**src/sthc_pkg.sv**
```systemverilog
// ---------------------------------------------------------------------------
// sthc_pkg
// Shared types and constants of the strip/time hit clusterer.
// ---------------------------------------------------------------------------
package sthc_pkg;

   localparam int STRIP_W = 7;
   localparam int TIME_W  = 14;
   localparam int SIZE_W  = 7;
   localparam int CSR_IDX_W  = 2;
   localparam int CSR_DATA_W = 14;

   localparam int DEF_MAX_HITS    = 64;
   localparam int DEF_STRIP_COUNT = 128;

   localparam logic [CSR_IDX_W-1:0] CSR_STRIP_WINDOW = 2'd0;
   localparam logic [CSR_IDX_W-1:0] CSR_TIME_WINDOW  = 2'd1;

   localparam logic [STRIP_W-1:0] STRIP_WINDOW_RST = 7'd2;
   localparam logic [TIME_W-1:0]  TIME_WINDOW_RST  = 14'd160;

   typedef struct packed {
      logic [STRIP_W-1:0] strip;
      logic [TIME_W-1:0]  hit_time;
      logic               last_hit;
   } req_type;

   typedef struct packed {
      logic [SIZE_W-1:0]  cluster_size;
      logic [STRIP_W-1:0] center_strip;
      logic [STRIP_W-1:0] min_strip;
      logic [STRIP_W-1:0] max_strip;
      logic [TIME_W-1:0]  first_time;
      logic [TIME_W-1:0]  final_time;
      logic               overflowed;
      logic               last_cluster;
   } rsp_type;

   typedef struct packed {
      logic [STRIP_W-1:0] strip;
      logic [TIME_W-1:0]  hit_time;
   } hit_type;

   typedef enum logic [1:0] {
      HIT_FREE,
      HIT_QUEUED,
      HIT_DONE
   } hit_state_type;

   typedef enum logic [2:0] {
      ST_IDLE,
      ST_SEED,
      ST_EMIT,
      ST_FIND,
      ST_LINK,
      ST_DIV
   } fsm_type;

endpackage

```
**src/sthc_hit_store.sv**
```systemverilog
// ---------------------------------------------------------------------------
// sthc_hit_store
// Hit memory: one write port, one read port, registered read data.
// ---------------------------------------------------------------------------
module sthc_hit_store import sthc_pkg::*; #(
   parameter int DEPTH  = DEF_MAX_HITS,
   parameter int ADDR_W = $clog2(DEPTH)
) (
   input  logic              clock,
   input  logic              wr_en,
   input  logic [ADDR_W-1:0] wr_addr,
   input  hit_type           wr_data,
   input  logic [ADDR_W-1:0] rd_addr,
   output hit_type           rd_data
);

   hit_type mem [DEPTH];
   hit_type rd_data_ff;

   always_ff @(posedge clock) begin
      if (wr_en) begin
         mem[wr_addr] <= wr_data;
      end
      rd_data_ff <= mem[rd_addr];
   end

   assign rd_data = rd_data_ff;

endmodule

```
**src/sthc_divider.sv**
```systemverilog
// ---------------------------------------------------------------------------
// sthc_divider
// Restoring divider, one quotient bit per cycle.
// ---------------------------------------------------------------------------
module sthc_divider import sthc_pkg::*; #(
   parameter int NUM_W = 13,
   parameter int DEN_W = 7
) (
   input  logic             clock,
   input  logic             reset,
   input  logic             start,
   input  logic [NUM_W-1:0] numer,
   input  logic [DEN_W-1:0] denom,
   output logic             done,
   output logic [NUM_W-1:0] quotient
);

   localparam int STEP_W = $clog2(NUM_W + 1);

   logic [STEP_W-1:0] step_ff, step_in;
   logic [NUM_W-1:0]  quo_ff, quo_in;
   logic [DEN_W-1:0]  rem_ff, rem_in;
   logic [DEN_W-1:0]  den_ff, den_in;
   logic              done_ff, done_in;
   logic [DEN_W:0]    trial;

   always_comb begin
      step_in = step_ff;
      quo_in  = quo_ff;
      rem_in  = rem_ff;
      den_in  = den_ff;
      done_in = 1'b0;
      trial   = {rem_ff, quo_ff[NUM_W-1]};
      if (start) begin
         step_in = STEP_W'(NUM_W);
         quo_in  = numer;
         rem_in  = '0;
         den_in  = denom;
      end else if (step_ff != '0) begin
         // shift in the next numerator bit, subtract where it fits
         if (trial >= {1'b0, den_ff}) begin
            rem_in = DEN_W'(trial - {1'b0, den_ff});
            quo_in = {quo_ff[NUM_W-2:0], 1'b1};
         end else begin
            rem_in = trial[DEN_W-1:0];
            quo_in = {quo_ff[NUM_W-2:0], 1'b0};
         end
         step_in = step_ff - 1'b1;
         done_in = (step_ff == STEP_W'(1));
      end
   end

   always_ff @(posedge clock) begin
      if (reset) begin
         step_ff <= '0;
         done_ff <= 1'b0;
      end else begin
         step_ff <= step_in;
         done_ff <= done_in;
      end
      quo_ff <= quo_in;
      rem_ff <= rem_in;
      den_ff <= den_in;
   end

   assign done     = done_ff;
   assign quotient = quo_ff;

endmodule

```
**src/strip_time_hit_clusterer.sv**
```systemverilog
// ---------------------------------------------------------------------------
// strip_time_hit_clusterer
// Collects an event's hits in a memory and, on the last hit, walks the
// memory to form connected clusters of linked hits, one result each.
// ---------------------------------------------------------------------------
//
//   channel | direction | ports                         | transfer when
//   --------+-----------+-------------------------------+-------------------
//   req     | in        | req_valid, req_stall, req_data| valid and not stall
//   rsp     | out       | rsp_valid, rsp_stall, rsp_data| valid and not stall
//   csr     | in        | csr_write, csr_index, csr_data| csr_write high
//
// Hits load at one per cycle while no event is being clustered.
// A cluster costs a seed search, then per hit a search to find it queued
// and a link scan, then a closing queue search, a divide and an emit; one
// more seed search closes the event. Each scan streams both memories.
// Reset is synchronous; a stalled result holds while the next search runs on.
// ---------------------------------------------------------------------------
module strip_time_hit_clusterer import sthc_pkg::*; #(
   parameter int MAX_HITS    = DEF_MAX_HITS,
   parameter int STRIP_COUNT = DEF_STRIP_COUNT
) (
   input  logic                  clock,
   input  logic                  reset,
   input  logic                  req_valid,
   output logic                  req_stall,
   input  req_type               req_data,
   output logic                  rsp_valid,
   input  logic                  rsp_stall,
   output rsp_type               rsp_data,
   input  logic                  csr_write,
   input  logic [CSR_IDX_W-1:0]  csr_index,
   input  logic [CSR_DATA_W-1:0] csr_data
);

   localparam int ADDR_W = (MAX_HITS > 1) ? $clog2(MAX_HITS) : 1;
   localparam int CNT_W  = $clog2(MAX_HITS + 1);
   localparam int SUM_W  = $clog2(MAX_HITS * STRIP_COUNT);
   localparam int KEY_W  = STRIP_W + TIME_W;

   fsm_type state_ff, state_in;

   logic [CNT_W-1:0]  hit_count_ff, hit_count_in;
   logic              overflow_ff, overflow_in;
   logic [STRIP_W-1:0] strip_window_ff;
   logic [TIME_W-1:0]  time_window_ff;

   // per-hit walk state, one synchronous memory read beside the hit memory
   hit_state_type     hit_state_mem [MAX_HITS];
   hit_state_type     state_rd_ff;
   logic              st_we;
   logic [ADDR_W-1:0] st_waddr;
   hit_state_type     st_wdata;

   logic [CNT_W-1:0]  scan_ff, scan_in;
   logic              pend_vld_ff, pend_vld_in;
   logic [ADDR_W-1:0] pend_idx_ff, pend_idx_in;
   logic              found_ff, found_in;
   logic [KEY_W-1:0]  best_key_ff, best_key_in;
   logic [ADDR_W-1:0] best_idx_ff, best_idx_in;
   logic              have_prev_ff, have_prev_in;
   logic              last_flag_ff, last_flag_in;

   logic [STRIP_W-1:0] cur_strip_ff, cur_strip_in;
   logic [TIME_W-1:0]  cur_time_ff, cur_time_in;
   logic [CNT_W-1:0]   cnt_ff, cnt_in;
   logic [SUM_W-1:0]   sum_ff, sum_in;
   logic [STRIP_W-1:0] smin_ff, smin_in, smax_ff, smax_in;
   logic [TIME_W-1:0]  tmin_ff, tmin_in, tmax_ff, tmax_in;

   logic    rsp_valid_ff, rsp_valid_in;
   rsp_type rsp_data_ff, rsp_data_in;

   logic              mem_we;
   logic [ADDR_W-1:0] mem_raddr;
   hit_type           mem_wdata, mem_rdata;

   logic              div_start, div_done;
   logic [SUM_W-1:0]  div_numer, div_quot;

   logic              req_xfer, in_range, scan_more, scan_end, out_free;
   logic [KEY_W-1:0]  rd_key;
   logic [STRIP_W-1:0] ds;
   logic [TIME_W-1:0]  dt;
   logic              link_hit;

   sthc_hit_store #(.DEPTH(MAX_HITS), .ADDR_W(ADDR_W)) u_store (
      .clock   (clock),
      .wr_en   (mem_we),
      .wr_addr (hit_count_ff[ADDR_W-1:0]),
      .wr_data (mem_wdata),
      .rd_addr (mem_raddr),
      .rd_data (mem_rdata)
   );

   // ceiling of the mean: (sum + size - 1) / size
   assign div_numer = sum_ff + SUM_W'(cnt_ff) - SUM_W'(1);

   sthc_divider #(.NUM_W(SUM_W), .DEN_W(CNT_W)) u_div (
      .clock    (clock),
      .reset    (reset),
      .start    (div_start),
      .numer    (div_numer),
      .denom    (cnt_ff),
      .done     (div_done),
      .quotient (div_quot)
   );

   // Both memories are read at the scan address, so the walk state and the
   // hit arrive together. A scan writes an entry only after reading it and
   // reads each entry once, so no read meets a write to the same entry.
   always_ff @(posedge clock) begin
      if (st_we) begin
         hit_state_mem[st_waddr] <= st_wdata;
      end
      state_rd_ff <= hit_state_mem[mem_raddr];
   end

   assign req_stall = (state_ff != ST_IDLE);
   assign req_xfer  = req_valid && !req_stall;
   assign in_range  = (int'(req_data.strip) < STRIP_COUNT);
   assign mem_wdata = '{strip: req_data.strip, hit_time: req_data.hit_time};
   assign mem_raddr = scan_ff[ADDR_W-1:0];

   assign scan_more = (scan_ff < hit_count_ff);
   assign scan_end  = !scan_more && !pend_vld_ff;
   assign out_free  = !rsp_valid_ff || !rsp_stall;
   assign rd_key    = {mem_rdata.strip, mem_rdata.hit_time};

   // link test of the hit just read against the hit being expanded
   assign ds = (mem_rdata.strip > cur_strip_ff) ? mem_rdata.strip - cur_strip_ff
                                                : cur_strip_ff - mem_rdata.strip;
   assign dt = (mem_rdata.hit_time > cur_time_ff) ? mem_rdata.hit_time - cur_time_ff
                                                  : cur_time_ff - mem_rdata.hit_time;
   assign link_hit = (ds < strip_window_ff) && (dt < time_window_ff);

   always_comb begin
      state_in     = state_ff;
      hit_count_in = hit_count_ff;
      overflow_in  = overflow_ff;
      scan_in      = scan_ff;
      pend_vld_in  = 1'b0;
      pend_idx_in  = pend_idx_ff;
      found_in     = found_ff;
      best_key_in  = best_key_ff;
      best_idx_in  = best_idx_ff;
      have_prev_in = have_prev_ff;
      last_flag_in = last_flag_ff;
      cur_strip_in = cur_strip_ff;
      cur_time_in  = cur_time_ff;
      cnt_in       = cnt_ff;
      sum_in       = sum_ff;
      smin_in      = smin_ff;
      smax_in      = smax_ff;
      tmin_in      = tmin_ff;
      tmax_in      = tmax_ff;
      rsp_valid_in = rsp_valid_ff && rsp_stall;
      rsp_data_in  = rsp_data_ff;
      mem_we       = 1'b0;
      div_start    = 1'b0;
      st_we        = 1'b0;
      st_waddr     = pend_idx_ff;
      st_wdata     = HIT_FREE;

      unique case (state_ff)
         ST_IDLE: begin
            if (req_xfer) begin
               if (in_range) begin
                  if (hit_count_ff < CNT_W'(MAX_HITS)) begin
                     // a freshly stored hit starts out free
                     mem_we       = 1'b1;
                     st_we        = 1'b1;
                     st_waddr     = hit_count_ff[ADDR_W-1:0];
                     st_wdata     = HIT_FREE;
                     hit_count_in = hit_count_ff + 1'b1;
                  end else begin
                     overflow_in = 1'b1;
                  end
               end
               if (req_data.last_hit) begin
                  state_in     = ST_SEED;
                  scan_in      = '0;
                  found_in     = 1'b0;
                  have_prev_in = 1'b0;
               end
            end
         end

         ST_SEED: begin
            // find the free hit with the lowest (strip, time)
            if (scan_more) begin
               scan_in     = scan_ff + 1'b1;
               pend_vld_in = 1'b1;
               pend_idx_in = scan_ff[ADDR_W-1:0];
            end
            if (pend_vld_ff && state_rd_ff == HIT_FREE &&
                (!found_ff || rd_key < best_key_ff)) begin
               found_in    = 1'b1;
               best_key_in = rd_key;
               best_idx_in = pend_idx_ff;
            end
            if (scan_end) begin
               if (have_prev_ff) begin
                  last_flag_in = !found_ff;
                  state_in     = ST_EMIT;
               end else if (found_ff) begin
                  st_we    = 1'b1;
                  st_waddr = best_idx_ff;
                  st_wdata = HIT_QUEUED;
                  cnt_in   = CNT_W'(1);
                  sum_in   = SUM_W'(best_key_ff[KEY_W-1:TIME_W]);
                  smin_in  = best_key_ff[KEY_W-1:TIME_W];
                  smax_in  = best_key_ff[KEY_W-1:TIME_W];
                  tmin_in  = best_key_ff[TIME_W-1:0];
                  tmax_in  = best_key_ff[TIME_W-1:0];
                  scan_in  = '0;
                  state_in = ST_FIND;
               end else begin
                  hit_count_in = '0;
                  overflow_in  = 1'b0;
                  state_in     = ST_IDLE;
               end
            end
         end

         ST_EMIT: begin
            if (out_free) begin
               rsp_valid_in = 1'b1;
               rsp_data_in.cluster_size = SIZE_W'(cnt_ff);
               rsp_data_in.center_strip = STRIP_W'(div_quot);
               rsp_data_in.min_strip    = smin_ff;
               rsp_data_in.max_strip    = smax_ff;
               rsp_data_in.first_time   = tmin_ff;
               rsp_data_in.final_time   = tmax_ff;
               rsp_data_in.overflowed   = overflow_ff;
               rsp_data_in.last_cluster = last_flag_ff;
               if (last_flag_ff) begin
                  // event closed: drop the stored hits
                  hit_count_in = '0;
                  overflow_in  = 1'b0;
                  state_in     = ST_IDLE;
               end else begin
                  st_we    = 1'b1;
                  st_waddr = best_idx_ff;
                  st_wdata = HIT_QUEUED;
                  cnt_in   = CNT_W'(1);
                  sum_in   = SUM_W'(best_key_ff[KEY_W-1:TIME_W]);
                  smin_in  = best_key_ff[KEY_W-1:TIME_W];
                  smax_in  = best_key_ff[KEY_W-1:TIME_W];
                  tmin_in  = best_key_ff[TIME_W-1:0];
                  tmax_in  = best_key_ff[TIME_W-1:0];
                  scan_in  = '0;
                  state_in = ST_FIND;
               end
            end
         end

         ST_FIND: begin
            // look for a queued hit still to expand; its hit is read alongside
            if (pend_vld_ff && state_rd_ff == HIT_QUEUED) begin
               st_we        = 1'b1;
               st_waddr     = pend_idx_ff;
               st_wdata     = HIT_DONE;
               cur_strip_in = mem_rdata.strip;
               cur_time_in  = mem_rdata.hit_time;
               scan_in      = '0;
               state_in     = ST_LINK;
            end else if (scan_more) begin
               scan_in     = scan_ff + 1'b1;
               pend_vld_in = 1'b1;
               pend_idx_in = scan_ff[ADDR_W-1:0];
            end else if (!pend_vld_ff) begin
               div_start = 1'b1;
               state_in  = ST_DIV;
            end
         end

         ST_LINK: begin
            if (scan_more) begin
               scan_in     = scan_ff + 1'b1;
               pend_vld_in = 1'b1;
               pend_idx_in = scan_ff[ADDR_W-1:0];
            end
            if (pend_vld_ff && state_rd_ff == HIT_FREE && link_hit) begin
               st_we    = 1'b1;
               st_waddr = pend_idx_ff;
               st_wdata = HIT_QUEUED;
               cnt_in = cnt_ff + 1'b1;
               sum_in = sum_ff + SUM_W'(mem_rdata.strip);
               if (mem_rdata.strip < smin_ff)    smin_in = mem_rdata.strip;
               if (mem_rdata.strip > smax_ff)    smax_in = mem_rdata.strip;
               if (mem_rdata.hit_time < tmin_ff) tmin_in = mem_rdata.hit_time;
               if (mem_rdata.hit_time > tmax_ff) tmax_in = mem_rdata.hit_time;
            end
            if (scan_end) begin
               scan_in  = '0;
               state_in = ST_FIND;
            end
         end

         ST_DIV: begin
            if (div_done) begin
               have_prev_in = 1'b1;
               found_in     = 1'b0;
               scan_in      = '0;
               state_in     = ST_SEED;
            end
         end

         default: state_in = ST_IDLE;
      endcase
   end

   always_ff @(posedge clock) begin
      if (reset) begin
         state_ff        <= ST_IDLE;
         hit_count_ff    <= '0;
         overflow_ff     <= 1'b0;
         strip_window_ff <= STRIP_WINDOW_RST;
         time_window_ff  <= TIME_WINDOW_RST;
         pend_vld_ff     <= 1'b0;
         have_prev_ff    <= 1'b0;
         rsp_valid_ff    <= 1'b0;
      end else begin
         state_ff     <= state_in;
         hit_count_ff <= hit_count_in;
         overflow_ff  <= overflow_in;
         pend_vld_ff  <= pend_vld_in;
         have_prev_ff <= have_prev_in;
         rsp_valid_ff <= rsp_valid_in;
         if (csr_write) begin
            unique case (csr_index)
               CSR_STRIP_WINDOW: strip_window_ff <= csr_data[STRIP_W-1:0];
               CSR_TIME_WINDOW:  time_window_ff  <= csr_data[TIME_W-1:0];
               default: ;
            endcase
         end
      end
      scan_ff      <= scan_in;
      pend_idx_ff  <= pend_idx_in;
      found_ff     <= found_in;
      best_key_ff  <= best_key_in;
      best_idx_ff  <= best_idx_in;
      last_flag_ff <= last_flag_in;
      cur_strip_ff <= cur_strip_in;
      cur_time_ff  <= cur_time_in;
      cnt_ff       <= cnt_in;
      sum_ff       <= sum_in;
      smin_ff      <= smin_in;
      smax_ff      <= smax_in;
      tmin_ff      <= tmin_in;
      tmax_ff      <= tmax_in;
      rsp_data_ff  <= rsp_data_in;
   end

   assign rsp_valid = rsp_valid_ff;
   assign rsp_data  = rsp_data_ff;

endmodule

```
**config.mk**
```make
export PLATFORM = sky130hd
export DESIGN_NAME = strip_time_hit_clusterer
export DESIGN_NICKNAME = d
export VERILOG_FILES = /design/src/sthc_pkg.sv /design/src/sthc_hit_store.sv /design/src/sthc_divider.sv /design/src/strip_time_hit_clusterer.sv
export SDC_FILE = /design/constraint.sdc
export NUM_CORES = 2
export LEC_CHECK = 0
export BUFFER_PORTS_ARGS = -buffer_cell sky130_fd_sc_hd__buf_4
export CELL_PAD_IN_SITES_DETAIL_PLACEMENT = 0
export CELL_PAD_IN_SITES_GLOBAL_PLACEMENT = 1
export CORE_UTILIZATION = 25
export CTS_BUF_LIST = sky130_fd_sc_hd__clkbuf_4 sky130_fd_sc_hd__clkbuf_8 sky130_fd_sc_hd__clkbuf_16
export DETAILED_ROUTE_END_ITERATION = 7
export GPL_TIMING_DRIVEN = 0
export HOLD_SLACK_MARGIN = 0.05
export PLACE_DENSITY = 0.45
export SLEW_MARGIN = 25
export SYNTH_ARGS = -nofsm -noshare
export SYNTH_HDL_FRONTEND = slang
export SYNTH_SLANG_ARGS = --single-unit
export TNS_END_PERCENT = 1
```
**constraint.sdc**
```tcl
create_clock -name clock -period 4.8 [get_ports clock]
set_input_delay 0 -clock clock [delete_from_list [all_inputs] [get_ports clock]]
set_output_delay 0 -clock clock [all_outputs]
set_load 0.03 [all_outputs]
```
==> out/metrics.cfg <==
[power]
switching_power_uw = 18000
power_frac_comb_pct = 35.3
p_clk_share_pct = 28.6
p_int_uw = 33300
power_leakage_uw = 0.0280
power.density_nw_per_um2 = 583
p_seq_share_pct = 36.1
ir_drop_uv = 372
switching_share_pct = 35.1

[clocking]
cts_tree = done
path_clk_slew_ns = 0.06
cts_buffers = 201
insertion_delay_ns = 0.88
cts_max_level = 4
clock_tree.buffer_depth = 4
cts_sinks = 1745
cts-root-buf = clkbuf_16

[routing]
drt-vias-per-instance = 4.53
drc = 0
post_drt_wl_per_cell_um = 26.9
dr_total_vias = 36664
antenna_left = 0
dr_wl_met3_mm = 11.0
drt_iter0_drc = 3116
routed.top_layer = met5
wl_met1_mm = 94.8
totalWireLength_mm = 217
routed-wl-met2_mm = 105
drt-pass1-iter-count = 5

[logic_synthesis]
ys_top_cells_by_area = edfxtp_1 (70%), mux4_2 (15%), ha_1 (2.9%)
ys_types = 81
yosysSeqAreaShare_pct = 72.1
avgSynthCellArea_um2 = 19.4
syn-num-nets = 3910
syn_area_um2 = 71700
synth_enable_flop_cells = 1675
ys_seq_elements = 1745
synthCells = 3694
synth_top_area_share_pct = 70.1
ys.flop_type = edfxtp_1
yosysTopAreaCell = edfxtp_1
async_flop_share_pct = 0
yosysWarnings = 0

[floorplan]
initial_core_util_pct = 25.1
fp.dieArea_um2 = 289000
ioPinCount = 103
die_h_um = 538
core_area_um2 = 285000
die_w_um = 538
rows = 196

[layout]
layout.area.seq_um2 = 51700
finalInstanceArea_um2 = 88000
layout-drive-gt1-share_pct = 30.4
fillers = 27639
areaGrowthSynthToFinish_pct = 22.7
multi_input_area_um2 = 20100
final_nets = 4385

[outcome]
outcome = finished, violations left
violations = setup timing

[min_path]
hold_class = in -> reg
hp-start = csr_write

[worst_setup_path]
cp-startpoint = cur_time_ff[1]$_DFFE_PP_
cp.required_ns = 5.37
crit_fanout = 6
r2r_start = cur_time_ff[1]$_DFFE_PP_
slowest_delay_ns = 0.47
setup.worst_path.class = reg -> reg
end_kind = register
arrival_ns = 5.47
start_kind = register
critPathSlowestCell = a211o_4
crit_chain = buf_4 -> ha_1 -> o31a_1 -> or4_4 -> a311o_1 -> a31oi_1 -> mux2i_2 -> xor2_1 -> ha_1 -> a21o_1 -> a21o_1 -> a2111oi_4 -> a31oi_4 -> a211o_4 -> buf_12 -> nor4_4 -> buf_4

[place]
dpl_cell_area_um2 = 79700
place.gp.congestion = 0.770
post-dp-hpwl_mm = 148
numPortBuffers = 101

[sta]
finClkSkew_ns = 0.0974
rsz0062_at_grt = true
hold_ws_ns = 0.135
hold_viol_final = 0
min_period_ns = 4.91
worstMarginPinSlew_ns = 1.12
setup_viol = 31
relSlewSlack_pct = 25.2
post-route-worst-setup-slack_ns = -0.106
period_share_pct = 102
max_freq_mhz = 204
slew_violations = 0

[global_route]
grt-ovfl-total = 0
grt_max_degree = 65
grt_pass1_vias = 38082
antenna_found_initial = 24
grt_pass1_wl_mm = 304
groute.usage.overall_pct = 15.0

[job]
max-cap-violations = 0

## per-stage QoR
stage | power, uW | util (%) | setup TNS, ns | std cells | setup slack [ns]
floorplan | 28800 | - | 0 | 3694 | 0.0207
global placement | 35900 | 27.1 | -1348.46 | 7557 | -3.09
detailed placement | 36100 | 28.0 | -356.59 | 7638 | -1.92
CTS | 51800 | 30.7 | -15.63 | 8076 | -0.202
global route | 53600 | 30.8 | -32.56 | 8086 | -0.264
finish | 51300 | 30.8 | -0.980 | 8092 | -0.106
## cells in the mapped netlist (all sizes together) (4+ instances only)
master / count
xor2: 15
mux2i: 25
a41oi: 4
o21a: 20
and2: 6
nand2b: 16
a21o: 35
nor2b: 19
nand3: 33
fa: 7
nand4: 21
o21ai: 85
a22o: 5
nor3: 27
buf: 80
or2: 4
a21boi: 4
a22oi: 5
xnor2: 32
nor4: 67
nand3b: 5
ha: 166
nand2: 124
a2111oi: 4
a211o: 11
clkbuf: 96
o31ai: 6
nor2: 164
a311oi: 5
a21oi: 91
dfxtp: 70
inv: 195
and3: 8
a31oi: 10
o21bai: 4
o211ai: 7
edfxtp: 1675
a211oi: 9
mux4: 483
or3: 9
## flip-flops by register name, summed over array words and instances, names as in the netlist, 13 cells and up
name             flops
u_store.rd_data     21
u_store.mem       1344
tmax_ff             14
hit_state_mem      128
sum_ff              13
tmin_ff             14
cur_time_ff         14
rsp_data            58
best_key_ff         21
u_div.quotient      13
time_window_ff      14
## power by group through the flow
| stage | combinational [uW] | clock [uW] | sequential [uW] |
|---|---|---|---|
| after floorplan | 10100 | 0 | 18700 |
| after global placement | 17100 | 0 | 18900 |
| after detailed placement | 17300 | 0 | 18900 |
| after CTS | 18200 | 15000 | 18600 |
| after global routing | 19400 | 15600 | 18600 |
| final | 18100 | 14700 | 18500 |
## cell families (layout without fill, tap and decap cells)
family,Yosys count,in the layout,synth area share (%)
compound gates,335,335,3.06
xor+xnor,47,47,0.574
fa+ha+maj,173,173,3.09
buf+inv,371,1000,2.07
flops,1745,1745,72.1
mux,511,511,15.6
other cells,0,7,0
simple gates,512,512,3.53
## critical path: cells and delay by family, from the launching register on
| kind | cells | cell delay, ns |
|---|---|---|
| XOR/XNOR | 1 | 0.17 |
| multiplexers | 1 | 0.11 |
| AND/OR/NAND/NOR | 2 | 0.69 |
| adder cells (fa/ha/maj) | 2 | 0.53 |
| AO/OA/AOI/OAI | 8 | 2.26 |
| buffers and inverters | 3 | 0.50 |
| flip-flops | 1 | 0.40 |
## layout make-up
class,instances,area share [%]
Sequential cell,1745,58.8
Multi-Input combinational cell,1578,22.8
Clock buffer,252,6.21
Tap cell,3762,5.35
Timing Repair Buffer,281,4.18
Buffer,167,0.936
Inverter,195,0.842
Clock inverter,105,0.838
Antenna cell,7,0.0199
## cells in the final DEF, fill, tap and decap left out, types with 35 or more instances in the layout
master,Yosys,final
clkinv_2,0,37
clkbuf_1,95,62
mux4_2,483,483
clkbuf_16,0,203
nor2_1,163,97
edfxtp_1,1675,1675
nor2_4,0,66
nand2_1,123,119
buf_4,3,128
a21oi_1,91,87
inv_1,192,187
a21o_1,35,35
clkbuf_4,0,46
ha_1,166,157
clkinv_1,0,49
dfxtp_1,70,56
nor4_4,0,43
o21ai_0,77,75
buf_16,0,56
dlygate4sd3_1,0,76
buf_2,54,53
## what timing repair did
item,in CTS,in global routing
endpoints found under the setup margin,267,267
endpoints found under the hold margin,1410,0
gates resized for setup,158,33
cloned,1,1
hold buffers,76,0
pin swaps,30,17
setup buffers,13,7
## metal layers
| layer | vias up | GRT usage [%] |
|---|---|---|
| li1 | 16016 | - |
| met1 | 19541 | 19.9 |
| met2 | 807 | 24.8 |
| met3 | 296 | 2.80 |
| met4 | 4 | 4.35 |
| met5 | - | 0 |
## path summary, 6_finish.rpt
check	end	slack [ns]	cells after the start
max	hit_state_mem[34][0]$_DFFE_PP_	-0.11	17
min	time_window_ff[13]$_SDFFE_PP0P_	0.14	5
max reg2reg	hit_state_mem[34][0]$_DFFE_PP_	-0.11	17
min reg2reg	rsp_data[20]$_DFFE_PP_	0.45	0
No activity file was read; power rests on OpenSTA's default activity.
